**config.mk**
```make
export PLATFORM = sky130hd
export DESIGN_NAME = png_unf_fifo
export DESIGN_NICKNAME = d
export VERILOG_FILES = /design/src/hw/rtl/png_unf_pkg.sv /design/src/hw/rtl/png_unf_fifo.sv
export SDC_FILE = /design/constraint.sdc
export NUM_CORES = 1
export LEC_CHECK = 0
export BUFFER_PORTS_ARGS = -buffer_cell sky130_fd_sc_hd__buf_4
export CORE_MARGIN = 8
export CORE_UTILIZATION = 40
export DETAILED_ROUTE_END_ITERATION = 10
export PLACE_DENSITY = 0.61
export SYNTH_ARGS = -nofsm -noshare
export SYNTH_HDL_FRONTEND = slang
export SYNTH_SLANG_ARGS = --single-unit
```
**constraint.sdc**
```tcl
create_clock -name i_clk -period 3.4 [get_ports i_clk]
set_input_delay 0 -clock i_clk [delete_from_list [all_inputs] [get_ports i_clk]]
set_output_delay 0 -clock i_clk [all_outputs]
set_load 0.05 [all_outputs]
```
**src/hw/rtl/png_unf_pkg.sv**
```systemverilog
// Shared types and constants for the PNG scanline unfilter (8-bit RGBA).
// Holds the channel payload structs, the filter codes and the job record
// passed from the front end to the back end. No dependencies.
package png_unf_pkg;

    // Geometry of the image rows.
    localparam int MAX_ROW_PIXELS  = 4096;
    localparam int BYTES_PER_PIXEL = 4;
    localparam int ROW_BYTES_MAX   = MAX_ROW_PIXELS * BYTES_PER_PIXEL;

    // Field widths.
    localparam int PX_W   = 13;                          // row_pixels register
    localparam int COL_W  = $clog2(ROW_BYTES_MAX);       // byte column in a row
    localparam int RB_W   = $clog2(ROW_BYTES_MAX + 1);   // row length in bytes
    localparam int SLOT_W = $clog2(BYTES_PER_PIXEL);     // byte lane in a pixel

    // Depth of the queue between front end and back end.
    localparam int QUEUE_DEPTH = 4;
    localparam int QPTR_W      = $clog2(QUEUE_DEPTH);
    localparam int QCNT_W      = $clog2(QUEUE_DEPTH + 1);

    // Filter type codes of a row.
    typedef enum logic [2:0] {
        FILT_NONE  = 3'd0,
        FILT_SUB   = 3'd1,
        FILT_UP    = 3'd2,
        FILT_AVG   = 3'd3,
        FILT_PAETH = 3'd4
    } t_filter;

    // Input transaction payload.
    typedef struct packed {
        logic [7:0] data_byte;
        logic       frame_start;
    } t_in_item;

    // Output transaction payload.
    typedef struct packed {
        logic [7:0] pixel_byte;
        logic       row_end;
        logic       bad_filter;
    } t_out_item;

    // One pixel byte, classified by the front end.
    typedef struct packed {
        logic [7:0]       data;
        logic [COL_W-1:0] col;
        t_filter          filter;
        logic             first_row;
        logic             bad;
        logic             last;
    } t_job;

endpackage

```
**src/hw/rtl/png_unf_fifo.sv**
```systemverilog
// Short job queue between the front end and the back end.
// Depends on png_unf_pkg for the job record and the queue depth.
module png_unf_fifo
    import png_unf_pkg::*;
(
    input  logic i_clk,
    input  logic i_rst_n,
    input  logic i_push_valid,
    output logic o_push_ready,
    input  t_job i_push_data,
    output logic o_pop_valid,
    input  logic i_pop_ready,
    output t_job o_pop_data
);

    t_job              r_mem [QUEUE_DEPTH];
    logic [QPTR_W-1:0] r_wr_ptr;
    logic [QPTR_W-1:0] r_rd_ptr;
    logic [QCNT_W-1:0] r_count;
    logic              push;
    logic              pop;

    assign o_push_ready = (r_count != QCNT_W'(QUEUE_DEPTH));
    assign o_pop_valid  = (r_count != '0);
    assign o_pop_data   = r_mem[r_rd_ptr];
    assign push         = i_push_valid && o_push_ready;
    assign pop          = i_pop_ready && o_pop_valid;

    // Entry storage; payload needs no reset.
    always_ff @(posedge i_clk) begin
        if (push) begin
            r_mem[r_wr_ptr] <= i_push_data;
        end
    end

    // Pointers and fill count.
    always_ff @(posedge i_clk) begin
        if (!i_rst_n) begin
            r_wr_ptr <= '0;
            r_rd_ptr <= '0;
            r_count  <= '0;
        end else begin
            if (push) begin
                r_wr_ptr <= r_wr_ptr + 1'b1;
            end
            if (pop) begin
                r_rd_ptr <= r_rd_ptr + 1'b1;
            end
            if (push && !pop) begin
                r_count <= r_count + 1'b1;
            end else if (pop && !push) begin
                r_count <= r_count - 1'b1;
            end
        end
    end

endmodule

```
==> run metrics <==
Die H 123 um; DP Cell Count 393; initial core utilization 40.5%; fmax 429 MHz; num rows 39; TNS Setup 0 ns; P_leak 2.09 nW; post-synth top area cell edfxtp_1; Max Slew Vio Count 0; Slowest-stage cell, CP dfxtp_1; worst hold stages 4; Worst setup EP type flop; synthesis-to-finish area growth 30.5%; CP startpoint r_count[0]; skew final 0.0106 ns; vias per cell 4.84; peak supply drop 0.000413 V; Die X 123 um; Worst path top cell family by delay adder cells; fin crit period 2.33 ns; post-synth top area share 73.3%; Worst Path Required 3.73 ns; Final Non-Filler Cells 453; Mapped Cells 194; Synth area leaders edfxtp_1, mux4_2, mux4_1; largest net degree at the start of global routing 29; Seq cells post-synth 121; P per Cell Area 843 nW/um^2; status finished clean; Cell Area, Synth 4590 sq um; crit path buf inv count 1; worst-margin pin slew 0.797 ns; core area 11,300 sq um; # IOs 62; # H-tree levels 4; share of layout cells above drive strength 1 37.7%; CTS tree built; HP Class input pin to flop; Gates resized, CTS repair 0; Synth Flop Type edfxtp_1; total CTS buffers 17; total gr overflow 0; setup slack, reg-to-reg 1.07 ns; Mapped Nets 232; Post-DP HPWL 4860 um; WS Path Type flop to flop; worst skew pair latency 0.40 ns; Clock Path Buffers 2; vias in the first global route 2,410; most common cell in the netlist edfxtp_1; setup bufs post-CTS 0; Antenna Violating Nets Remaining 0; Critical Path AT 2.66 ns; r2r endpoint r_count[2]; DR iter-0 viols 158; Async S/R FF share, synth 0%; DRC Markers 0; sequential share of the synthesized area 77.3%; Fin Hold WS 0.0313 ns; Reg clk slew, reported paths 0.05 ns; Min-Delay Startpoint i_pop_ready; antenna violations before repair 0; crit-path max FO 7; root buf cell clkbuf_16; detailed-route via count 2,194; Max Cap Viol 0; startpoint types flop; reg2reg start r_count[0]; CTS sink count 121; WL final 8340 um; overall routing resource usage 11.7%; NumNets Final 336; Worst path max stage delay 0.50 ns; Die ar. 15,100 sq um; Worst slew margin 46.9%; final period utilization 68.6%; Final Hold Violating Endpoints 0; Cell variety after synth 24; Post-synth EDFFs 112; Fill cells 921; Reg2Reg Depth 8; utilization after layout 52.9%; first-pass GRT wire length 12,800 um; Synth top cells by count edfxtp_1, mux4_2, dfxtp_1, and2_1, mux4_1; DR WL/cell 18.4 um; PortBufs 61; drt pass-1 iters 4; syn_area_per_cell 23.6 sq um; gpl congestion 0.643; RSZ-0062 raised after global routing no; Synth warnings 0; crit path cell chain nor2_1 > a21boi_2 > ha_1 > inv_1 > fa_1 > xor2_1 > or3_1 > a21boi_0; Final Setup Violations 0; Antenna Cells 0
==> power by group <==
group / switching, mW / leakage [nW] / total [mW] / internal [mW]
Clock: 0.577 / 0.254 / 1.56 / 0.983
Combinational: 0.990 / 0.735 / 1.57 / 0.584
Sequential: 0.0943 / 1.10 / 1.91 / 1.82
==> registers in the layout, indices dropped and copies added (netlist names), named ones only <==
signal	count
r_count	3
r_wr_ptr	2
r_rd_ptr	2
r_mem	112
==> per-stage QoR <==
| step | power [mW] | setup slack (ns) | cell area [sq um] |
|---|---|---|---|
| 3_5_place_dp | 3.52 | 1.07 | 5170 |
| 2_1_floorplan | 3.11 | 1.27 | 4590 |
| 6_report | 5.05 | 1.07 | 5980 |
| 4_1_cts | 5.12 | 1.04 | 5980 |
| 5_1_grt | 5.26 | 0.945 | 5980 |
| 3_3_place_gp | 3.50 | 1.13 | 5170 |
==> tightest hold or removal path, cell delays in order <==
cell and delay (ns):
buf_4 0.13, o31ai_4 0.06, xnor2_1 0.06, and2_1 0.14
==> worst max path at each step <==
stage	slack [ns]	end	cells after the start
after global placement	1.13	r_count[2]	8
final	1.07	r_count[2]	8
after global routing	0.94	r_count[2]	8
after detailed placement	1.07	r_count[2]	8
after CTS	1.04	r_count[2]	8
after floorplan	1.27	r_count[2]	8
==> repair_timing <==
action | CTS | global route
endpoints found under the setup margin | 0 | 0
hold endpoints to repair | 121 | 0
hold buffers | 29 | 0
==> area by class of cell <==
class                   instances  area (sq um)  share of cell area [%]
well taps                     143           179                    2.99
flip-flops and latches        121          3540                    59.2
multi-input cells              63           966                    16.1
clock buffers                  20           437                    7.30
clock inverters                11          82.6                    1.38
repair buffers                 92           763                    12.8
inverters                       3          11.3                   0.188
==> per-layer routing <==
layer | track usage, % | wire length, um | vias to the layer above
met3 | 4.16 | 521 | 16
met2 | 18.4 | 4010 | 61
li1 | - | - | 1020
met5 | 0 | 0 | -
met1 | 14.2 | 3690 | 1097
met4 | 5.64 | 129 | 0
==> cell families after synthesis <==
logic type / after synthesis / synth area share, %
AO/OA/AOI/OAI: 5 / 1.34
XOR/XNOR: 4 / 0.764
adder cells (fa/ha/maj): 6 / 1.80
buffers and inverters: 10 / 1.77
flip-flops: 121 / 77.3
multiplexers: 31 / 15.1
AND/OR/NAND/NOR: 17 / 1.99
==> cells in the final DEF (no fill, tap or decap), drive strengths merged <==
cell type      n
o21ai          1
a21boi         2
xor2           1
nor2b          1
clkbuf        20
bufinv         1
inv            3
mux4          28
and2           8
ha             5
nor2           1
buf           63
mux2i          3
nand2          5
fa             1
edfxtp       112
clkinvlp       2
dlygate4sd3   29
dfxtp          9
xnor2          3
clkinv         8
o31ai          1
or3            2
o311ai         1
No activity file was read; power rests on OpenSTA's default activity.
