<file path="config.mk">
export PLATFORM = sky130hd
export DESIGN_NAME = png_unf_front
export DESIGN_NICKNAME = d
export VERILOG_FILES = /design/src/hw/rtl/png_unf_pkg.sv /design/src/hw/rtl/png_unf_front.sv
export SDC_FILE = /design/constraint.sdc
export NUM_CORES = 1
export LEC_CHECK = 0
export ABC_AREA = 0
export BUFFER_PORTS_ARGS = -buffer_cell sky130_fd_sc_hd__buf_4
export CORE_MARGIN = 2
export CORE_UTILIZATION = 40
export DETAILED_ROUTE_END_ITERATION = 12
export PLACE_DENSITY = 0.77
export SETUP_SLACK_MARGIN = 0.2
export SLEW_MARGIN = 15
export SYNTH_ARGS = -nofsm -noshare
export SYNTH_HDL_FRONTEND = slang
export SYNTH_SLANG_ARGS = --single-unit
</file>
<file path="constraint.sdc">
create_clock -name i_clk -period 3.5 [get_ports i_clk]
set_input_delay 1.05 -clock i_clk [delete_from_list [all_inputs] [get_ports i_clk]]
set_output_delay 1.05 -clock i_clk [all_outputs]
set_load 0.1 [all_outputs]
</file>
<file path="src/hw/rtl/png_unf_pkg.sv">
// Shared types and constants for the PNG scanline unfilter (8-bit RGBA).
// Holds the channel payload structs, the filter codes and the job record
// passed from the front end to the back end. No dependencies.
package png_unf_pkg;

    // Geometry of the image rows.
    localparam int MAX_ROW_PIXELS  = 4096;
    localparam int BYTES_PER_PIXEL = 4;
    localparam int ROW_BYTES_MAX   = MAX_ROW_PIXELS * BYTES_PER_PIXEL;

    // Field widths.
    localparam int PX_W   = 13;                          // row_pixels register
    localparam int COL_W  = $clog2(ROW_BYTES_MAX);       // byte column in a row
    localparam int RB_W   = $clog2(ROW_BYTES_MAX + 1);   // row length in bytes
    localparam int SLOT_W = $clog2(BYTES_PER_PIXEL);     // byte lane in a pixel

    // Depth of the queue between front end and back end.
    localparam int QUEUE_DEPTH = 4;
    localparam int QPTR_W      = $clog2(QUEUE_DEPTH);
    localparam int QCNT_W      = $clog2(QUEUE_DEPTH + 1);

    // Filter type codes of a row.
    typedef enum logic [2:0] {
        FILT_NONE  = 3'd0,
        FILT_SUB   = 3'd1,
        FILT_UP    = 3'd2,
        FILT_AVG   = 3'd3,
        FILT_PAETH = 3'd4
    } t_filter;

    // Input transaction payload.
    typedef struct packed {
        logic [7:0] data_byte;
        logic       frame_start;
    } t_in_item;

    // Output transaction payload.
    typedef struct packed {
        logic [7:0] pixel_byte;
        logic       row_end;
        logic       bad_filter;
    } t_out_item;

    // One pixel byte, classified by the front end.
    typedef struct packed {
        logic [7:0]       data;
        logic [COL_W-1:0] col;
        t_filter          filter;
        logic             first_row;
        logic             bad;
        logic             last;
    } t_job;

endpackage

</file>
<file path="src/hw/rtl/png_unf_front.sv">
// Front end: holds the row length register, takes input transactions,
// consumes filter-type bytes and turns pixel bytes into jobs for the queue.
// Depends on png_unf_pkg.
module png_unf_front
    import png_unf_pkg::*;
(
    input  logic            i_clk,
    input  logic            i_rst_n,
    input  logic            i_in_valid,
    output logic            o_in_ready,
    input  t_in_item        i_in_data,
    input  logic            i_cfg_valid,
    output logic            o_cfg_ready,
    input  logic [PX_W-1:0] i_cfg_data,
    output logic            o_job_valid,
    input  logic            i_job_ready,
    output t_job            o_job
);

    logic [RB_W-1:0]  r_row_bytes;
    logic [RB_W-1:0]  n_row_bytes;
    logic [PX_W-1:0]  cfg_px;
    logic             r_awaiting;
    logic             n_awaiting;
    logic             r_first_row;
    logic             n_first_row;
    logic             r_row_bad;
    logic             n_row_bad;
    t_filter          r_filter;
    t_filter          n_filter;
    logic [COL_W-1:0] r_col;
    logic [COL_W-1:0] n_col;
    logic             accept;
    logic             is_filter;
    logic             first_eff;
    logic             last;

    // Configuration is always taken; the row length in bytes is kept ready.
    assign o_cfg_ready = 1'b1;

    always_comb begin
        cfg_px = i_cfg_data;
        if (cfg_px == '0) begin
            cfg_px = PX_W'(1);
        end else if (cfg_px > PX_W'(MAX_ROW_PIXELS)) begin
            cfg_px = PX_W'(MAX_ROW_PIXELS);
        end
        n_row_bytes = r_row_bytes;
        if (i_cfg_valid) begin
            n_row_bytes = RB_W'(RB_W'(cfg_px) * RB_W'(BYTES_PER_PIXEL));
        end
    end

    // Input is held off only when the queue is full.
    assign o_in_ready = i_job_ready;
    assign accept     = i_in_valid && o_in_ready;
    assign is_filter  = r_awaiting || i_in_data.frame_start;
    assign first_eff  = r_first_row || i_in_data.frame_start;
    assign last       = ((RB_W'(r_col) + 1'b1) >= r_row_bytes);

    // Job record for a pixel byte.
    assign o_job_valid     = accept && !is_filter;
    assign o_job.data      = i_in_data.data_byte;
    assign o_job.col       = r_col;
    assign o_job.filter    = r_filter;
    assign o_job.first_row = r_first_row;
    assign o_job.bad       = r_row_bad;
    assign o_job.last      = last;

    // Row tracking: filter byte, byte column and first-row flag.
    always_comb begin
        n_awaiting  = r_awaiting;
        n_first_row = r_first_row;
        n_row_bad   = r_row_bad;
        n_filter    = r_filter;
        n_col       = r_col;
        if (accept) begin
            if (is_filter) begin
                if (i_in_data.data_byte > 8'(FILT_PAETH)) begin
                    n_row_bad = 1'b1;
                    n_filter  = FILT_NONE;
                end else begin
                    n_row_bad = 1'b0;
                    n_filter  = t_filter'(i_in_data.data_byte[2:0]);
                end
                n_col       = '0;
                n_awaiting  = 1'b0;
                n_first_row = first_eff;
            end else if (last) begin
                n_col       = '0;
                n_awaiting  = 1'b1;
                n_first_row = 1'b0;
            end else begin
                n_col = r_col + 1'b1;
            end
        end
    end

    always_ff @(posedge i_clk) begin
        if (!i_rst_n) begin
            r_row_bytes <= RB_W'(BYTES_PER_PIXEL);
            r_awaiting  <= 1'b1;
            r_first_row <= 1'b1;
            r_row_bad   <= 1'b0;
            r_filter    <= FILT_NONE;
            r_col       <= '0;
        end else begin
            r_row_bytes <= n_row_bytes;
            r_awaiting  <= n_awaiting;
            r_first_row <= n_first_row;
            r_row_bad   <= n_row_bad;
            r_filter    <= n_filter;
            r_col       <= n_col;
        end
    end

endmodule

</file>
==> impl_metrics.toml, run 1 <==
[run_status]
status = "completed"

[global_routing]
grt_pass1_wl_um = 7417
grt_pass1_vias = 1639
grt_util_all_layers_pct = 17.87
grt_overflow = 0
grt_start_max_net_pins = 18
antenna_found_initial = 0

[timing]
relSlewSlack_pct = 60.04
fin_skew_ns = 0.007525
layout_min_cycle_time_ns = 3.369
finalHoldViolCount = 0
finalSetupViolCount = 0
rsz0062_at_grt = "true"
period_share_pct = 96.26
drv_slew = 0
worstMarginPinSlew_ns = 0.5975
fmax_ghz = 0.2968
tns_ns = 0

[floorplanning]
rows = 25
dieArea_um2 = 5431
core_um2 = 4692
die_w_um = 73.70
start_util_pct = 41.41
io_pins = 58
die_y_um = 73.70

[place]
hpwl_um = 3352
gp_congestion = 0.8215
portBuffers = 56

[clock_tree]
insertion_delay_ns = 0.29
clk_pin_slew_worst_paths_ns = 0.07
htreeDepth = 2
root_buffer = "clkbuf_8"
numCtsBuffers = 5
clock_sinks = 33
cts_tree = "built"
cts_max_path_buffers = 2

[logic_synthesis]
yosys-top-cells-area = "dfxtp_1 (34%), ha_1 (9.7%), a32o_1 (5.7%)"
yosysUniqueCellTypes = 45
ys_seq_area_share_pct = 34.00
ys.flop_type = "dfxtp_1"
yosys_warnings = 0
avgSynthCellArea_um2 = 9.209
yosysMostFrequentCell = "dfxtp_1"
synth_fp_nets = 253
synth_cells = 211
synth-seq-cells = 33
synth.top_cell.area_share_pct = 34.00
async_flop_share_pct = 0
syn_area_um2 = 1943
yosysTopAreaCell = "dfxtp_1"
synth-edff-count = 0
netlist_top_cells_count = "dfxtp_1 (33), nor2_1 (21), ha_1 (15), nand2_1 (15), buf_4 (14)"

[power]
intPower_uw = 636.9
power.switching_uw = 256.0
p_seq_share_pct = 42.4
power.leakage_nw = 1.160
power_density_nw_per_um2 = 330.1
swShare_pct = 28.67
p_total_uw = 892.9
p_clk_share_pct = 38.4
combPwrFrac_pct = 19.2
ir_drop_mv = 0.1875

[drt]
ant_nets = 0
wire_per_inst_um = 13.92
vias_per_cell = 5.264
vias = 1716
drc = 0
drtIter0Drc = 94
wirelength_um = 4537
dr.pass1.iters = 4

[final_layout]
final_nets = 313
diodes = 0
drive_above_1_share_pct = 45.22
fill_cells = 405
syn_to_final_growth_pct = 39.21

[setup_path]
path_cells = "ha_4, nand3_4, nor2_4, and3_4, xor2_4, ha_4, a21oi_2, a31oi_2, nor2_1, nand2_2, buf_12"
critPathMaxStageDelay_ns = 0.37
worstSetupPathType = "register to output port"
startpoint_type = "register"
end_kind = "output port"
ff2ff_setup_slack_ns = 0.85
critPathTopFamily = "simple AND/OR/NAND/NOR gates"
cp.required_ns = 2.45
critPathArrivalTime_ns = 2.32
crit_path_top_delay_cell = "dfxtp_4"
crit_top_cell = "ha_4"
crit_fanout = 4
worst-path-buf-inv = 1

[worst_hold_path]
hold_class = "register to register"

[run]
cap_violations = 0
worst min-delay path, delay by kind of cell, from the launching register on:
| family | cells | cell delay [ns] |
|---|---|---|
| simple gates | 2 | 0.16 |
| flops | 1 | 0.31 |
final timing paths:
check / start / depth (start not counted) / end
max: r_col[0] / 11 / o_job[0]
min: r_row_bad / 2 / r_row_bad
max reg2reg: r_col[0] / 12 / r_col[4]
min reg2reg: r_row_bad / 2 / r_row_bad
cells in the final DEF, fill, tap and decap left out, types with 2 or more instances in the layout:
master     instances
ha_1              12
o21ai_1            5
inv_1             13
xnor2_1            5
nor2b_1            3
and2_1             2
and3_4             2
o211ai_1           2
a21oi_1            4
a2bb2oi_2          5
a2bb2oi_1          4
a21oi_2            2
o21ai_2            2
ha_4               3
nand2_2            2
a31oi_1            3
nor4_1             2
nand2_1           14
and3_1             2
nand4_1            6
dfxtp_2            2
dfxtp_4           11
buf_4             71
clkbuf_8           6
a22oi_1            3
dfxtp_1           20
a32o_1            11
nor2_1            20
o22ai_1            2
nand3_1            4
xor2_1             3
what timing repair did:
item | CTS | global route
buffers inserted | 11 | 3
pin swaps | 11 | 13
gates resized for setup | 9 | 4
hold buffers | 0 | 0
setup endpoints to repair | 1 | 1
power by group through the flow:
stage	combinational [mW]	sequential [mW]	clock [mW]
final	0.171	0.379	0.343
after global routing	0.182	0.379	0.363
after CTS	0.170	0.379	0.351
after detailed placement	0.165	0.387	0
after global placement	0.165	0.387	0
after floorplan	0.123	0.389	0
metrics by stage:
stage               hold slack (ns)  cells  setup WS [ns]  util (%)  instance area, µm²
finish                       0.5102    326         0.1307     57.65                2705
CTS                          0.5121    323         0.1506     56.53                2653
global route                 0.5366    326        0.02168     57.65                2705
global placement             0.4814    304         0.2438     51.47                2415
detailed placement           0.4904    304         0.2023     51.47                2415
floorplan                    0.4513    211         0.1338         -                2052
layer usage:
layer / track usage [%] / part of all wire, %
met1: 20.92 / 42
met2: 29.96 / 52
met3: 4.527 / 3.6
met4: 9.091 / 1.9
met5: 0 / 0
state kept, by name, indices dropped and copies added, names as in the netlist:
signal,flops
r_col,14
r_row_bytes,13
r_filter,3
r_awaiting,1
r_first_row,1
r_row_bad,1
layout make-up:
cell class              instances  area (µm²)  share of cell area, %
multi-input cells             145        1216                  44.96
flip-flops and latches         33       704.4                  26.04
repair buffers                 72       553.0                  20.44
clock buffers                   8       111.4                  4.117
well taps                      54       67.56                  2.498
inverters                      14       52.55                  1.943
cell families after synthesis:
kind of cell    after synthesis  synth area share [%]
fa+ha+maj                    15                 9.659
flops                        33                 34.00
mux                           1                0.5152
compound gates               49                 21.31
buf+inv                      33                 9.272
simple gates                 68                 19.70
other cells                   1                0.1930
xor+xnor                     11                 5.345
No activity file was read; power rests on OpenSTA's default activity.
==> run 2, diff against run 1 <==
- PLACE_DENSITY: 0.77 -> unset
- PLACE_DENSITY_LB_ADDON: unset -> 0.15
==> run 2 against run 1 <==
Utilization fell by 0.85 points. Cell count fell by 0.61%. Critical endpoint unchanged. Global-route usage barely moved. Flip-flop and latch count did not move. Highest routed layer unchanged. Design area fell by 1.5%. First-iteration DRC count fell by 55%. Combinational power barely moved.
==> impl_metrics.toml, run 2 (synthesis results as in run 1) <==
[floorplanning]
die_w_um = 73.70
die_y_um = 73.70
start_util_pct = 41.41
dieArea_um2 = 5431
rows = 25
core_um2 = 4692
io_pins = 58

[place]
pre_cts_slack_ns = 0.1861
gp_congestion = 0.7498
portBuffers = 56
place_inst = 305
hpwl_um = 3280

[final_layout]
top_register = "r_col"
reg.largest.list = "r_col x14, r_row_bytes x13, r_filter x3"
final_common_cell = "buf_4"
most-common-layout-cells = "buf_4 (69), dfxtp_1 (20), nor2_1 (19)"
final_nets = 311
finalCoreUtilization_pct = 56.80
largest_register_ffs = 14
syn_to_final_growth_pct = 37.15
fill_cells = 453
stdcell_count = 324
drive_above_1_share_pct = 43.70
diodes = 0

[clock_tree]
clk_pin_slew_worst_paths_ns = 0.07
htreeDepth = 2
numCtsBuffers = 5
cts_tree = "built"
insertion_delay_ns = 0.29
root_buffer = "clkbuf_8"
clock_sinks = 33
cts_max_path_buffers = 2

[drt]
drc = 0
drtIter0Drc = 42
ant_nets = 0
vias_per_cell = 5.343
wirelength_um = 4463
vias = 1731
wire_per_inst_um = 13.77
dr.pass1.iters = 4

[global_routing]
antenna_found_initial = 0
grt_start_max_net_pins = 18
grt_util_all_layers_pct = 17.89
grt_pass1_wl_um = 7514
grt_pass1_vias = 1692
grt_overflow = 0

[timing]
worstMarginPinSlew_ns = 0.6155
drv_slew = 0
fin_ws_ns = 0.1014
layout_min_cycle_time_ns = 3.399
finalSetupViolCount = 0
fin_skew_ns = 0.01128
fmax_ghz = 0.2942
holdWs_ns = 0.4983
relSlewSlack_pct = 58.83
rsz0062_at_grt = "true"
finalHoldViolCount = 0
period_share_pct = 97.10

[setup_path]
worst-path-buf-inv = 1
critPathTopFamily = "simple AND/OR/NAND/NOR gates"
cp.required_ns = 2.45
end_kind = "output port"
critPathArrivalTime_ns = 2.35
critPathMaxStageDelay_ns = 0.37
worstSetupPathType = "register to output port"
crit_top_cell = "ha_4"
crit_fanout = 4
path_cells = "ha_4, nand3_4, nor2_4, and3_4, xor2_4, ha_4, a21oi_4, a31oi_4, nor2_2, nand2_2, buf_12"
crit_path_top_delay_cell = "dfxtp_4"
startpoint_type = "register"

[run_status]
status = "completed"

[power]
power_density_nw_per_um2 = 317.5
power.leakage_nw = 1.138
ir_drop_mv = 0.2820

[run]
cap_violations = 0

[worst_hold_path]
hold_class = "register to register"
==> run 2: cell types whose count changed in the layout (fill, tap and decap cells not counted), sizes merged <==
cell,previous run,this run
buf,72,70
==> run 2: cell type report <==
type / instances / area (µm²) / share of cell area (%)
repair buffers: 70 / 538.0 / 20.19
clock buffers: 8 / 90.09 / 3.380
well taps: 54 / 67.56 / 2.535
multi-input cells: 145 / 1212 / 45.49
inverters: 14 / 52.55 / 1.972
flip-flops and latches: 33 / 704.4 / 26.43
==> run 2: worst paths after layout <==
kind / startpoint / to / slack [ns] / cells after the start
max: r_col[1] / o_job[0] / 0.10 / 11
max reg2reg: r_col[1] / r_col[4] / 0.90 / 11
min reg2reg: r_row_bytes[14] / r_row_bytes[14] / 0.50 / 2
min: r_row_bytes[14] / r_row_bytes[14] / 0.50 / 2
==> run 2: timing repair <==
| action | 4_1_cts | 5_1_grt |
|---|---|---|
| hold buffers | 0 | 0 |
| gates cloned | 0 | 0 |
| resized for setup | 13 | 0 |
| pin swaps | 10 | 3 |
| endpoints found under the setup margin | 1 | 1 |
| buffers inserted | 10 | 1 |
==> run 2: stage by stage <==
step            TNS, ns  power (mW)  cell area, µm²
2_1_floorplan         0      0.5117            2052
3_3_place_gp          0      0.5533            2422
3_5_place_dp          0      0.5534            2422
4_1_cts               0      0.8549            2658
5_1_grt        -0.06226      0.8815            2665
6_report              0      0.8461            2665
==> run 2: power by group <==
group	switching [mW]	internal [mW]
Combinational	0.113	0.0588
Clock	0.136	0.160
Sequential	0.00327	0.375
==> run 2: tightest hold or removal path, delay by kind of cell, from the launching register on <==
family / cells / cell delay, ns
DFF: 1 / 0.33
muxes: 1 / 0.07
and+or+nand+nor: 1 / 0.07
==> run 2: layer usage <==
metal,GRT usage (%),wire length [µm]
met1,23.29,2133
met2,28.87,2058
met3,3.704,212
met4,6.869,59
met5,0,0
